`src/at_clp_pkg.sv`:
```
// Shared types, character codes, keyword tables and range helpers for the
// AT command line parser. No dependencies.
package at_clp_pkg;

  // Command set and keyword storage
  localparam int unsigned NumCmd   = 7;
  localparam int unsigned KwMaxLen = 16;

  typedef enum logic [2:0] {
    CMD_TIME      = 3'd0,
    CMD_DATE      = 3'd1,
    CMD_ALARM     = 3'd2,
    CMD_HEARTBEAT = 3'd3,
    CMD_TEMP      = 3'd4,
    CMD_DUMP      = 3'd5,
    CMD_TIMELOG   = 3'd6
  } cmd_e;

  // Result status codes
  localparam logic StatusOk  = 1'b0;
  localparam logic StatusErr = 1'b1;

  // Character codes
  localparam logic [7:0] ChCr    = 8'h0D;
  localparam logic [7:0] ChEq    = 8'h3D;
  localparam logic [7:0] ChComma = 8'h2C;
  localparam logic [7:0] ChMinus = 8'h2D;
  localparam logic [7:0] ChZero  = 8'h30;
  localparam logic [7:0] ChNine  = 8'h39;

  // Field limits
  localparam logic [7:0]  HourLimit   = 8'd24;
  localparam logic [7:0]  MinSecLimit = 8'd60;
  localparam logic [7:0]  MonthMax    = 8'd12;
  localparam logic [15:0] YearMax     = 16'd9999;
  localparam logic [15:0] HbMin       = 16'd50;
  localparam logic [15:0] HbMax       = 16'd1000;
  localparam int unsigned HbStep      = 50;
  localparam int unsigned HbSteps     = 20;
  localparam logic [15:0] LogMax      = 16'd720;
  localparam logic [15:0] ParamMissing = 16'hFFFF;

  // Summary of a finished line, handed from the parser to the checker
  typedef struct packed {
    logic              valid_line;  // keyword matched, no UART error
    logic [NumCmd-1:0] kw;          // one-hot keyword when valid_line
    logic [2:0][15:0]  params;      // field values, all ones when missing
  } line_sum_t;

  // One result beat
  typedef struct packed {
    logic        status;
    logic [2:0]  command;
    logic [7:0]  param_first;
    logic [7:0]  param_second;
    logic [15:0] param_third;
  } result_t;

  // Keyword text, first character in the top byte, zero padded
  function automatic logic [7:0] kw_char(input cmd_e k, input logic [3:0] pos);
    logic [8*KwMaxLen-1:0] s;
    case (k)
      CMD_TIME:      s = {"AT+TIME", {9{8'h00}}};
      CMD_DATE:      s = {"AT+DATE", {9{8'h00}}};
      CMD_ALARM:     s = {"AT+ALARM", {8{8'h00}}};
      CMD_HEARTBEAT: s = {"AT+HEARTBEAT", {4{8'h00}}};
      CMD_TEMP:      s = {"AT+TEMP", {9{8'h00}}};
      CMD_DUMP:      s = {"AT+DUMP", {9{8'h00}}};
      CMD_TIMELOG:   s = {"AT+TIMELOG", {6{8'h00}}};
      default:       s = '0;
    endcase
    return s[8*(KwMaxLen-1-int'(pos)) +: 8];
  endfunction

  function automatic logic [3:0] kw_len(input cmd_e k);
    logic [3:0] n;
    case (k)
      CMD_ALARM:     n = 4'd8;
      CMD_HEARTBEAT: n = 4'd12;
      CMD_TIMELOG:   n = 4'd10;
      default:       n = 4'd7;
    endcase
    return n;
  endfunction

  // Folded value divisible by 25 (covers the whole 10-bit fold range)
  function automatic logic is_mult25(input logic [9:0] x);
    logic hit;
    hit = 1'b0;
    for (int i = 0; i < 41; i++) begin
      if (x == 10'(i * 25)) hit = 1'b1;
    end
    return hit;
  endfunction

  // Heartbeat period is one of the allowed 50-step values
  function automatic logic is_hb_step(input logic [15:0] v);
    logic hit;
    hit = 1'b0;
    for (int i = 1; i <= HbSteps; i++) begin
      if (v == 16'(i * HbStep)) hit = 1'b1;
    end
    return hit;
  endfunction

endpackage

```
`src/at_clp_parser.sv`:
```
// Per-byte line parser: keyword match, field accumulation and field commit.
// Depends on at_clp_pkg.
module at_clp_parser #(
  parameter int unsigned LINE_MAX = 32
) (
  input  logic                  clk_i,
  input  logic                  rst_ni,
  input  logic                  step_i,
  input  logic [7:0]            byte_i,
  input  logic                  error_i,
  output at_clp_pkg::line_sum_t sum_o
);
  import at_clp_pkg::*;

  localparam int unsigned LenW = $clog2(LINE_MAX + 1);

  typedef enum logic [1:0] {
    PH_KEY,
    PH_MULTI,
    PH_SINGLE,
    PH_DROP
  } phase_e;

  typedef struct packed {
    logic neg;
    logic invalid;
    logic nonempty;
  } fld_flags_t;

  phase_e           phase_q, phase_d;
  logic [NumCmd-1:0] kw_q, kw_d;
  logic [LenW-1:0]  len_q, len_d;
  logic [1:0]       idx_q, idx_d;
  logic [15:0]      acc_q, acc_d;
  fld_flags_t       flags_q, flags_d;
  logic [2:0][15:0] params_q, params_d;

  logic             is_end;
  logic [15:0]      fld_val;
  logic [15:0]      feed_acc;
  fld_flags_t       feed_flags;
  logic             is_digit;
  logic             hit_vld;
  cmd_e             hit;
  logic [2:0][15:0] eff_params;

  assign is_end   = error_i || (byte_i == ChCr);
  assign is_digit = (byte_i >= ChZero) && (byte_i <= ChNine);

  // Value of the field under construction
  always_comb begin
    if (flags_q.invalid) begin
      fld_val = ParamMissing;
    end else if (flags_q.neg) begin
      fld_val = 16'd0 - acc_q;
    end else begin
      fld_val = acc_q;
    end
  end

  // Next accumulator and flags for one field character
  always_comb begin
    feed_acc   = acc_q;
    feed_flags = flags_q;
    if (is_digit) begin
      feed_acc = {acc_q[12:0], 3'b000} + {acc_q[14:0], 1'b0} + {12'd0, byte_i[3:0]};
      feed_flags.nonempty = 1'b1;
    end else if (byte_i == ChMinus && !flags_q.nonempty) begin
      feed_flags.neg      = 1'b1;
      feed_flags.nonempty = 1'b1;
    end else begin
      feed_flags.invalid  = 1'b1;
      feed_flags.nonempty = 1'b1;
    end
  end

  // Keyword terminated by '=': live keyword whose length equals the length so far, highest index wins
  always_comb begin
    hit_vld = 1'b0;
    hit     = CMD_TIME;
    for (int k = 0; k < NumCmd; k++) begin
      if (kw_q[k] && len_q == {{(LenW-4){1'b0}}, kw_len(cmd_e'(3'(k)))}) begin
        hit_vld = 1'b1;
        hit     = cmd_e'(3'(k));
      end
    end
  end

  // Parameters as seen at the carriage return (pending field committed)
  always_comb begin
    eff_params = params_q;
    if (flags_q.nonempty && idx_q != 2'd3) begin
      eff_params[idx_q] = fld_val;
    end
  end

  assign sum_o.valid_line = !error_i && (phase_q == PH_MULTI || phase_q == PH_SINGLE);
  assign sum_o.kw         = kw_q;
  assign sum_o.params     = eff_params;

  // Next state per beat
  always_comb begin
    phase_d  = phase_q;
    kw_d     = kw_q;
    len_d    = len_q;
    idx_d    = idx_q;
    acc_d    = acc_q;
    flags_d  = flags_q;
    params_d = params_q;
    if (step_i) begin
      if (is_end) begin
        phase_d  = PH_KEY;
        kw_d     = '1;
        len_d    = '0;
        idx_d    = '0;
        acc_d    = '0;
        flags_d  = '0;
        params_d = {3{ParamMissing}};
      end else if (len_q >= LenW'(LINE_MAX)) begin
        phase_d = PH_DROP;
      end else begin
        len_d = len_q + 1'b1;
        case (phase_q)
          PH_KEY: begin
            if (byte_i == ChEq) begin
              if (hit_vld) begin
                kw_d      = '0;
                kw_d[hit] = 1'b1;
                if (hit == CMD_HEARTBEAT || hit == CMD_DUMP || hit == CMD_TIMELOG) begin
                  phase_d = PH_SINGLE;
                end else begin
                  phase_d = PH_MULTI;
                end
              end else begin
                phase_d = PH_DROP;
              end
            end else begin
              for (int k = 0; k < NumCmd; k++) begin
                if (len_q >= LenW'(KwMaxLen) ||
                    len_q >= {{(LenW-4){1'b0}}, kw_len(cmd_e'(3'(k)))} ||
                    kw_char(cmd_e'(3'(k)), len_q[3:0]) != byte_i) begin
                  kw_d[k] = 1'b0;
                end
              end
            end
          end
          PH_MULTI: begin
            if (byte_i == ChComma) begin
              if (flags_q.nonempty) begin
                if (idx_q != 2'd3) begin
                  params_d[idx_q] = fld_val;
                  idx_d           = idx_q + 1'b1;
                end
                acc_d   = '0;
                flags_d = '0;
              end
            end else begin
              acc_d   = feed_acc;
              flags_d = feed_flags;
            end
          end
          PH_SINGLE: begin
            acc_d   = feed_acc;
            flags_d = feed_flags;
          end
          default: ;
        endcase
      end
    end
  end

  always_ff @(posedge clk_i or negedge rst_ni) begin
    if (!rst_ni) begin
      phase_q  <= PH_KEY;
      kw_q     <= '1;
      len_q    <= '0;
      idx_q    <= '0;
      acc_q    <= '0;
      flags_q  <= '0;
      params_q <= {3{ParamMissing}};
    end else begin
      phase_q  <= phase_d;
      kw_q     <= kw_d;
      len_q    <= len_d;
      idx_q    <= idx_d;
      acc_q    <= acc_d;
      flags_q  <= flags_d;
      params_q <= params_d;
    end
  end

`ifndef SYNTHESIS
  // A line end always returns the parser to a clean keyword phase
  a_end_clears: assert property (@(posedge clk_i) disable iff (!rst_ni)
    step_i && is_end |=> phase_q == PH_KEY && len_q == '0 && kw_q == '1)
    else $error("parser state not cleared after line end");

  // Once in a field phase exactly one keyword stays selected
  a_kw_onehot: assert property (@(posedge clk_i) disable iff (!rst_ni)
    (phase_q == PH_MULTI || phase_q == PH_SINGLE) |-> $onehot(kw_q))
    else $error("field phase without a single keyword");

  a_len_bound: assert property (@(posedge clk_i) disable iff (!rst_ni)
    len_q <= LenW'(LINE_MAX))
    else $error("line length beyond limit");
`endif

endmodule

```
`src/at_clp_check.sv`:
```
// Range checks per command and result formatting for a finished line.
// Depends on at_clp_pkg.
module at_clp_check (
  input  at_clp_pkg::line_sum_t sum_i,
  output at_clp_pkg::result_t   res_o
);
  import at_clp_pkg::*;

  cmd_e        cmd;
  logic        found;
  logic [15:0] p0, p1, p2;
  logic [7:0]  r0, r1;
  logic [15:0] r2;
  logic        ok;
  logic [7:0]  day, month;
  logic [15:0] year;
  logic [9:0]  fold;
  logic        d25, leap, date_ok;
  logic [7:0]  max_day;

  assign p0 = sum_i.params[0];
  assign p1 = sum_i.params[1];
  assign p2 = sum_i.params[2];

  // Lowest selected keyword
  always_comb begin
    found = 1'b0;
    cmd   = CMD_TIME;
    for (int k = NumCmd - 1; k >= 0; k--) begin
      if (sum_i.kw[k]) begin
        found = 1'b1;
        cmd   = cmd_e'(3'(k));
      end
    end
  end

  // Date check; year mod 25 by folding 256 = 6 (mod 25)
  assign day   = p0[7:0];
  assign month = p1[7:0];
  assign year  = p2;
  assign fold  = {2'b00, year[13:8], 2'b00} + {3'b000, year[13:8], 1'b0}
               + {2'b00, year[7:0]};
  assign d25   = is_mult25(fold);
  assign leap  = (year[1:0] == 2'b00) && (!d25 || year[3:0] == 4'd0);

  always_comb begin
    if (month == 8'd2) begin
      max_day = leap ? 8'd29 : 8'd28;
    end else if (month inside {8'd4, 8'd6, 8'd9, 8'd11}) begin
      max_day = 8'd30;
    end else begin
      max_day = 8'd31;
    end
  end

  assign date_ok = (month >= 8'd1) && (month <= MonthMax) && (day >= 8'd1) &&
                   (year <= YearMax) && (day <= max_day);

  // Per-command field selection and limits
  always_comb begin
    r0 = '0;
    r1 = '0;
    r2 = '0;
    ok = 1'b0;
    case (cmd)
      CMD_TIME: begin
        r0 = p0[7:0]; r1 = p1[7:0]; r2 = p2;
        ok = (r0 < HourLimit) && (r1 < MinSecLimit) && (r2 < {8'd0, MinSecLimit});
      end
      CMD_DATE: begin
        r0 = p0[7:0]; r1 = p1[7:0]; r2 = p2;
        ok = date_ok;
      end
      CMD_ALARM: begin
        r0 = p0[7:0]; r1 = p1[7:0];
        ok = (r0 < HourLimit) && (r1 < MinSecLimit);
      end
      CMD_HEARTBEAT: begin
        r2 = p0;
        ok = (r2 >= HbMin) && (r2 <= HbMax) && is_hb_step(r2);
      end
      CMD_TEMP: begin
        r0 = p0[7:0]; r1 = p1[7:0];
        ok = $signed(r0) < $signed(r1);
      end
      CMD_DUMP: begin
        r0 = p0[7:0];
        ok = r0 <= 8'd1;
      end
      CMD_TIMELOG: begin
        r2 = p0;
        ok = r2 <= LogMax;
      end
      default: ok = 1'b0;
    endcase
  end

  always_comb begin
    if (ok && found && sum_i.valid_line) begin
      res_o.status       = StatusOk;
      res_o.command      = cmd;
      res_o.param_first  = r0;
      res_o.param_second = r1;
      res_o.param_third  = r2;
    end else begin
      res_o.status       = StatusErr;
      res_o.command      = '0;
      res_o.param_first  = '0;
      res_o.param_second = '0;
      res_o.param_third  = '0;
    end
  end

endmodule

```
`src/at_clp_obuf.sv`:
```
// Two-entry result buffer: output register plus skid register.
// Depends on at_clp_pkg.
module at_clp_obuf (
  input  logic                clk_i,
  input  logic                rst_ni,
  input  logic                push_i,
  input  at_clp_pkg::result_t push_data_i,
  output logic                full_o,
  output logic                out_valid_o,
  input  logic                out_stall_i,
  output at_clp_pkg::result_t out_data_o
);
  import at_clp_pkg::*;

  logic    out_vld_q, out_vld_d;
  logic    skid_vld_q, skid_vld_d;
  result_t out_q, out_d;
  result_t skid_q, skid_d;
  logic    pop;

  assign pop         = out_vld_q && !out_stall_i;
  assign full_o      = skid_vld_q;
  assign out_valid_o = out_vld_q;
  assign out_data_o  = out_q;

  // Pop first, then place the new beat in the first free slot
  always_comb begin
    out_vld_d  = out_vld_q;
    skid_vld_d = skid_vld_q;
    out_d      = out_q;
    skid_d     = skid_q;
    if (pop) begin
      if (skid_vld_q) begin
        out_d      = skid_q;
        skid_vld_d = 1'b0;
      end else begin
        out_vld_d = 1'b0;
      end
    end
    if (push_i) begin
      if (!out_vld_d) begin
        out_d     = push_data_i;
        out_vld_d = 1'b1;
      end else begin
        skid_d     = push_data_i;
        skid_vld_d = 1'b1;
      end
    end
  end

  always_ff @(posedge clk_i or negedge rst_ni) begin
    if (!rst_ni) begin
      out_vld_q  <= 1'b0;
      skid_vld_q <= 1'b0;
    end else begin
      out_vld_q  <= out_vld_d;
      skid_vld_q <= skid_vld_d;
    end
  end

  always_ff @(posedge clk_i) begin
    out_q  <= out_d;
    skid_q <= skid_d;
  end

`ifndef SYNTHESIS
  a_skid_order: assert property (@(posedge clk_i) disable iff (!rst_ni)
    skid_vld_q |-> out_vld_q)
    else $error("skid entry held with empty output register");

  a_no_overflow: assert property (@(posedge clk_i) disable iff (!rst_ni)
    push_i |-> !skid_vld_q)
    else $error("push into full result buffer");
`endif

endmodule

```
`src/at_command_line_parser_core.sv`:
```
// Top level of the AT command line parser: input register, parser, checker
// and result buffer. Depends on at_clp_pkg and the at_clp_* modules.
//
// Usage:
//   Input channel: one received UART character per beat on rx_byte_i, with
//   rx_error_i flagging a UART error (character ignored, line discarded).
//   A carriage return ends the line. Beats are taken when in_valid_i is high
//   and in_stall_o is low.
//   Output channel: one result beat per carriage return or UART error:
//   status_o (0 OK, 1 ERROR), command_o and three parameters. Taken when
//   out_valid_o is high and out_stall_i is low.
// Timing:
//   Throughput is one character per cycle while in_stall_o is low. A line end
//   leaving the input register is parsed, checked and loaded into the output
//   register, or into the skid register if the output register stays full.
//   These two registers hold up to two results; with both full, the input
//   stalls only while the character waiting in the input register ends a line.
// Reset:
//   rst_ni clears the parser to the keyword phase with no line collected and
//   empties both the input register and the result buffer.
module at_command_line_parser_core #(
  parameter int unsigned LINE_MAX = 32
) (
  input  logic        clk_i,
  input  logic        rst_ni,
  input  logic        in_valid_i,
  output logic        in_stall_o,
  input  logic [7:0]  rx_byte_i,
  input  logic        rx_error_i,
  output logic        out_valid_o,
  input  logic        out_stall_i,
  output logic        status_o,
  output logic [2:0]  command_o,
  output logic [7:0]  param_first_o,
  output logic [7:0]  param_second_o,
  output logic [15:0] param_third_o
);
  import at_clp_pkg::*;

  logic       in_vld_q;
  logic [7:0] byte_q;
  logic       err_q;
  logic       accept;
  logic       adv;
  logic       in_is_end;
  logic       buf_full;
  line_sum_t  line_sum;
  result_t    res;
  result_t    out_data;

  // Input register handshake
  assign in_is_end  = err_q || (byte_q == ChCr);
  assign adv        = in_vld_q && (!in_is_end || !buf_full);
  assign in_stall_o = in_vld_q && !adv;
  assign accept     = in_valid_i && !in_stall_o;

  always_ff @(posedge clk_i or negedge rst_ni) begin
    if (!rst_ni) begin
      in_vld_q <= 1'b0;
    end else if (accept) begin
      in_vld_q <= 1'b1;
    end else if (adv) begin
      in_vld_q <= 1'b0;
    end
  end

  always_ff @(posedge clk_i) begin
    if (accept) begin
      byte_q <= rx_byte_i;
      err_q  <= rx_error_i;
    end
  end

  at_clp_parser #(
    .LINE_MAX(LINE_MAX)
  ) u_parser (
    .clk_i  (clk_i),
    .rst_ni (rst_ni),
    .step_i (adv),
    .byte_i (byte_q),
    .error_i(err_q),
    .sum_o  (line_sum)
  );

  at_clp_check u_check (
    .sum_i(line_sum),
    .res_o(res)
  );

  at_clp_obuf u_obuf (
    .clk_i      (clk_i),
    .rst_ni     (rst_ni),
    .push_i     (adv && in_is_end),
    .push_data_i(res),
    .full_o     (buf_full),
    .out_valid_o(out_valid_o),
    .out_stall_i(out_stall_i),
    .out_data_o (out_data)
  );

  assign status_o       = out_data.status;
  assign command_o      = out_data.command;
  assign param_first_o  = out_data.param_first;
  assign param_second_o = out_data.param_second;
  assign param_third_o  = out_data.param_third;

`ifndef SYNTHESIS
  // Every processed line end shows up as a pending result next cycle
  a_end_gives_result: assert property (@(posedge clk_i) disable iff (!rst_ni)
    adv && in_is_end |=> out_valid_o)
    else $error("line end without result beat");
`endif

endmodule
```
`config.mk`:
```
export PLATFORM = sky130hd
export DESIGN_NAME = at_command_line_parser_core
export DESIGN_NICKNAME = d
export VERILOG_FILES = /design/src/at_clp_pkg.sv /design/src/at_clp_parser.sv /design/src/at_clp_check.sv /design/src/at_clp_obuf.sv /design/src/at_command_line_parser_core.sv
export SDC_FILE = /design/constraint.sdc
export NUM_CORES = 1
export LEC_CHECK = 0
export ABC_CLOCK_PERIOD_IN_PS = 18800
export BUFFER_PORTS_ARGS = -buffer_cell sky130_fd_sc_hd__buf_2
export CAP_MARGIN = 20
export CORE_ASPECT_RATIO = 0.8
export CORE_MARGIN = 4
export CORE_UTILIZATION = 55
export DETAILED_ROUTE_END_ITERATION = 10
export PLACE_DENSITY = 0.79
export REMOVE_ABC_BUFFERS = 1
export SETUP_SLACK_MARGIN = 0.02
export SLEW_MARGIN = 0
export SYNTH_ARGS = -nofsm -noshare
export SYNTH_HDL_FRONTEND = slang
export SYNTH_SLANG_ARGS = --single-unit
```
`constraint.sdc`:
```
create_clock -name clk_i -period 18.8 [get_ports clk_i]
set_input_delay 2.82 -clock clk_i [delete_from_list [all_inputs] [get_ports clk_i]]
set_output_delay 2.82 -clock clk_i [all_outputs]
set_load 0.005 [all_outputs]
```
==> qor_table.md <==
| Parameter | Value | Unit |
|:---|:---|:---|
| Final worst-path cycle share | 0.461 | - |
| Min-Delay Path Class | reg -> reg | - |
| First-iteration detailed-routing DRC count | 1481 | - |
| Overall die width | 172 | um |
| Vias per Instance | 6.62 | - |
| Worst-case vdd ir drop | 95.2 | uV |
| Number of antenna-violating nets in the routed design | 0 | - |
| Mapped Avg Cell Area | 8.47 | um^2 |
| Crit path required time | 18.97 | ns |
| Buffers from clock root to sink, at most | 2 | - |
| Capture point of the critical path | u_obuf.skid_q[17] | - |
| Syn Inst Count | 1403 | - |
| Filler cell count in the final layout | 1787 | - |
| CP startpoint | u_parser.acc_q[3] | - |
| Sequential area share after synthesis | 0.346 | - |
| Switching Fraction | 0.436 | - |
| Die area | 0.0240 | mm^2 |
| Max_cap viols | 0 | - |
| Sum of negative setup slack | 0 | ns |
| H-tree Lvls | 4 | - |
| Met1 GRT Util | 0.407 | - |
| Number of design rule violations left after detail routing | 0 | - |
| Clock insertion delay at the later pin of the skew report | 0.45 | ns |
| Number of inserted diodes | 0 | - |
| Core Footprint | 0.0209 | mm^2 |
| Count of endpoints failing hold in the final timing report | 0 | - |
| Via count of the first global-routing pass | 10178 | - |
| RSZ-0062 raised after global routing | false | - |
| Shortest period the worst path allows | 8.66 | ns |
| # setup viols final | 0 | - |
| Register-to-Register Path Depth | 29 | - |
| Endpoint of the worst-slack reg-to-reg timing path | u_obuf.skid_q[17] | - |
| Signed area change from the synthesized netlist to the final layout | 8.70 | % |
| Worst slew slack as a fraction of its limit | 0.218 | - |
| # hold bufs at CTS | 0 | - |
| Slew of the pin with the lowest slew margin | 1.16 | ns |
| Synth async-reset ratio | 0.494 | - |
| Number of port buffers | 50 | - |
| Arrival time of the worst setup path | 8.84 | ns |
| Overall global routing resource usage | 0.274 | - |
| First-pass DRT Iterations | 6 | - |
| Clock net sink count | 160 | - |
| Maximum frequency from static timing analysis | 115 | MHz |
| Top area cells in the synthesized netlist | sky130_fd_sc_hd__edfxtp_1 (11%), sky130_fd_sc_hd__dfstp_2 (10%), sky130_fd_sc_hd__ha_1 (7.1%) | - |
| Worst hold slack | 0.507 | ns |
| Portion of total power attributed to the clock network | 0.244 | - |
| Overflow left after global routing | 0 | - |
| Chip height | 139 | um |
| R2r setup slk | 10.14 | ns |
| Number of antenna violations at the first check in global routing | 0 | - |
| Start-to-end type of the worst setup path | reg -> reg | - |
| Post-detailed-placement half-perimeter wirelength | 23400 | um |
| Sequential share of power | 0.337 | - |
| Final count of pins violating max slew | 0 | - |
| Core Rows | 47 | - |
| Routed wirelength normalized by instance count | 19.6 | um |
| Switching pwr | 648 | uW |
| Number of placed I/O pins | 51 | - |
| Global-route wire length before repair | 54000 | um |
| Part of the total power dissipated in combinational logic | 0.420 | - |
| Critical path fanouts, max | 68 | - |
| Startpoint types | register | - |
| Number of enable-type register cells in the synthesized netlist | 45 | - |
| Leakage | 0.00531 | uW |
| Met2 global-route usage | 0.400 | - |
| Most frequent cell after synthesis | sky130_fd_sc_hd__nor2_1 | - |
| Launch instance of the worst register-to-register path | u_parser.acc_q[3] | - |
| CTS clock-pin slew for the worst setup and hold paths | 0.08 | ns |
| Total wire length after detailed routing | 33000 | um |
| Clock buffers created by TritonCTS | 17 | - |
| Post-CTS setup repair buffer count | 0 | - |
| Post-layout net count | 1490 | - |
| Leading area contributor after synthesis | sky130_fd_sc_hd__edfxtp_1 | - |
| Clock tree from TritonCTS | yes | - |
| Fraction of met3 tracks used by global routing | 0.0743 | - |
| Total standard cell area after synthesis | 0.0119 | mm^2 |
| Root buffer cell | sky130_fd_sc_hd__clkbuf_16 | - |
| Area fraction of the dominant cell type after synthesis | 0.114 | - |
| Internal power | 840 | uW |
| Vias after detailed routing | 11177 | - |
| Fraction of layout instances using a drive strength above 1 | 0.145 | - |
| RD Place Congestion | 0.956 | - |
| Syn. warnings | 0 | - |
| Critical path capture point type | register | - |
| Post-synth top flop | sky130_fd_sc_hd__dfstp_2 | - |
| Cell variety after synth | 86 | - |
| Result of the run | finished, final reports clean | - |
| Commonest cells in the synthesized netlist | sky130_fd_sc_hd__nor2_1 (186), sky130_fd_sc_hd__nand2_1 (106), sky130_fd_sc_hd__a21oi_1 (101) | - |
| Most used routing layer | met1 | - |
| Critical Path Slowest Stage Cell | sky130_fd_sc_hd__or4_4 | - |
| Post-synthesis sequential element count | 160 | - |
| Number of resized instances in the post-cts repair step | 0 | - |
| Post-Route Skew | 0.0249 | ns |
| PwrDens | 115 | mW/mm^2 |
| Starting Density | 0.568 | - |
| Delay of the slowest critical-path stage | 0.66 | ns |
| Pin count of the biggest net entering global routing | 76 | - |
cell type report:
cell class / count / area (um^2) / area share
clock buffers: 17 / 425 / 0.0329
clock inverters: 15 / 203 / 0.0157
inverters: 52 / 195 / 0.0151
multi-input cells: 1107 / 7250 / 0.562
flip-flops and latches: 160 / 4110 / 0.318
well taps: 269 / 337 / 0.0261
repair buffers: 69 / 395 / 0.0306
layout by cell type, fill, tap and decap left out, types with 12 or more instances in the layout:
master,n
sky130_fd_sc_hd__nor2_1,185
sky130_fd_sc_hd__nand2_1,105
sky130_fd_sc_hd__a21oi_1,101
sky130_fd_sc_hd__ha_1,67
sky130_fd_sc_hd__o21ai_0,63
sky130_fd_sc_hd__buf_2,49
sky130_fd_sc_hd__nor3_1,47
sky130_fd_sc_hd__dfstp_2,47
sky130_fd_sc_hd__inv_1,46
sky130_fd_sc_hd__edfxtp_1,45
sky130_fd_sc_hd__dfxtp_1,36
sky130_fd_sc_hd__nand3_1,35
sky130_fd_sc_hd__mux2i_1,34
sky130_fd_sc_hd__o31ai_1,33
sky130_fd_sc_hd__dfrtp_1,32
sky130_fd_sc_hd__a31oi_1,30
sky130_fd_sc_hd__xnor2_1,29
sky130_fd_sc_hd__nand4_1,27
sky130_fd_sc_hd__mux2_2,25
sky130_fd_sc_hd__nor4_1,20
sky130_fd_sc_hd__buf_4,20
sky130_fd_sc_hd__nor2b_1,19
sky130_fd_sc_hd__a22oi_1,18
sky130_fd_sc_hd__xor2_1,18
sky130_fd_sc_hd__clkbuf_16,17
sky130_fd_sc_hd__o22ai_1,16
sky130_fd_sc_hd__and2_1,13
sky130_fd_sc_hd__o32ai_1,13
sky130_fd_sc_hd__or3_1,12
sky130_fd_sc_hd__a21o_1,12
sky130_fd_sc_hd__o211ai_1,12
sky130_fd_sc_hd__a211oi_1,12
power groups by stage:
stage	sequential (uW)	combinational, uW	clock, uW
after floorplan	492	414	0
after global placement	502	594	0
after detailed placement	505	605	0
after CTS	499	610	364
after global routing	511	684	381
final	501	625	363
critical path: cells and delay by family, from the launching register on:
family | cells | cell delay, ns
AO/OA/AOI/OAI | 13 | 3.63
adder cells (fa/ha/maj) | 3 | 0.99
flip-flops | 1 | 0.48
AND/OR/NAND/NOR | 7 | 1.92
buffers and inverters | 4 | 1.06
XOR/XNOR | 2 | 0.29
per-layer routing:
metal,up-vias,share of wire
li1,5210,-
met1,5313,0.44
met2,598,0.44
met3,56,0.099
met4,0,0.015
met5,-,0
metrics by stage:
stage                     power (uW)  instances   util  setup slack [ns]  area (um^2)
after floorplan                  906       1319      -             10.13        11500
after global placement          1100       1654  0.586             10.60        12300
final                           1490       1689  0.617             10.14        12900
after CTS                       1470       1688  0.617             10.30        12900
after detailed placement        1110       1656  0.587             10.35        12300
after global routing            1580       1689  0.617              9.56        12900
flip-flops by register name, indices dropped and copies added (netlist names), 3 cells and up:
| register | flops |
|---|---|
| byte_q | 8 |
| u_obuf.skid_q | 36 |
| u_parser.params_q | 40 |
| u_obuf.out_data_o | 36 |
| u_parser.kw_q | 7 |
| u_parser.acc_q | 16 |
| u_parser.flags_q | 3 |
| u_parser.len_q | 6 |
worst min path at each step:
stage,end,depth (start not counted),slack (ns),start
after floorplan,u_obuf.out_data_o[14],2,0.45,u_obuf.skid_q[14]
after global placement,u_obuf.out_data_o[15],2,0.46,u_obuf.skid_q[15]
after detailed placement,u_parser.params_q[6],2,0.49,u_parser.params_q[6]
after CTS,u_parser.params_q[6],2,0.51,u_parser.params_q[6]
after global routing,u_parser.params_q[6],2,0.51,u_parser.params_q[6]
final,u_parser.params_q[38],2,0.51,u_parser.params_q[38]
logic make-up (layout without fill, tap and decap cells):
family,after synthesis,after routing,share of synthesized area
DFF,160,160,0.346
muxes,60,60,0.0535
adders and majority gates,71,71,0.0765
xor gates and xnor gates,47,47,0.0346
and+or+nand+nor,534,534,0.219
buffers and inverters,137,153,0.0464
other,1,2,0.000316
AOI/OAI and AO/OA,393,393,0.224
No activity file was read; power rests on OpenSTA's default activity.
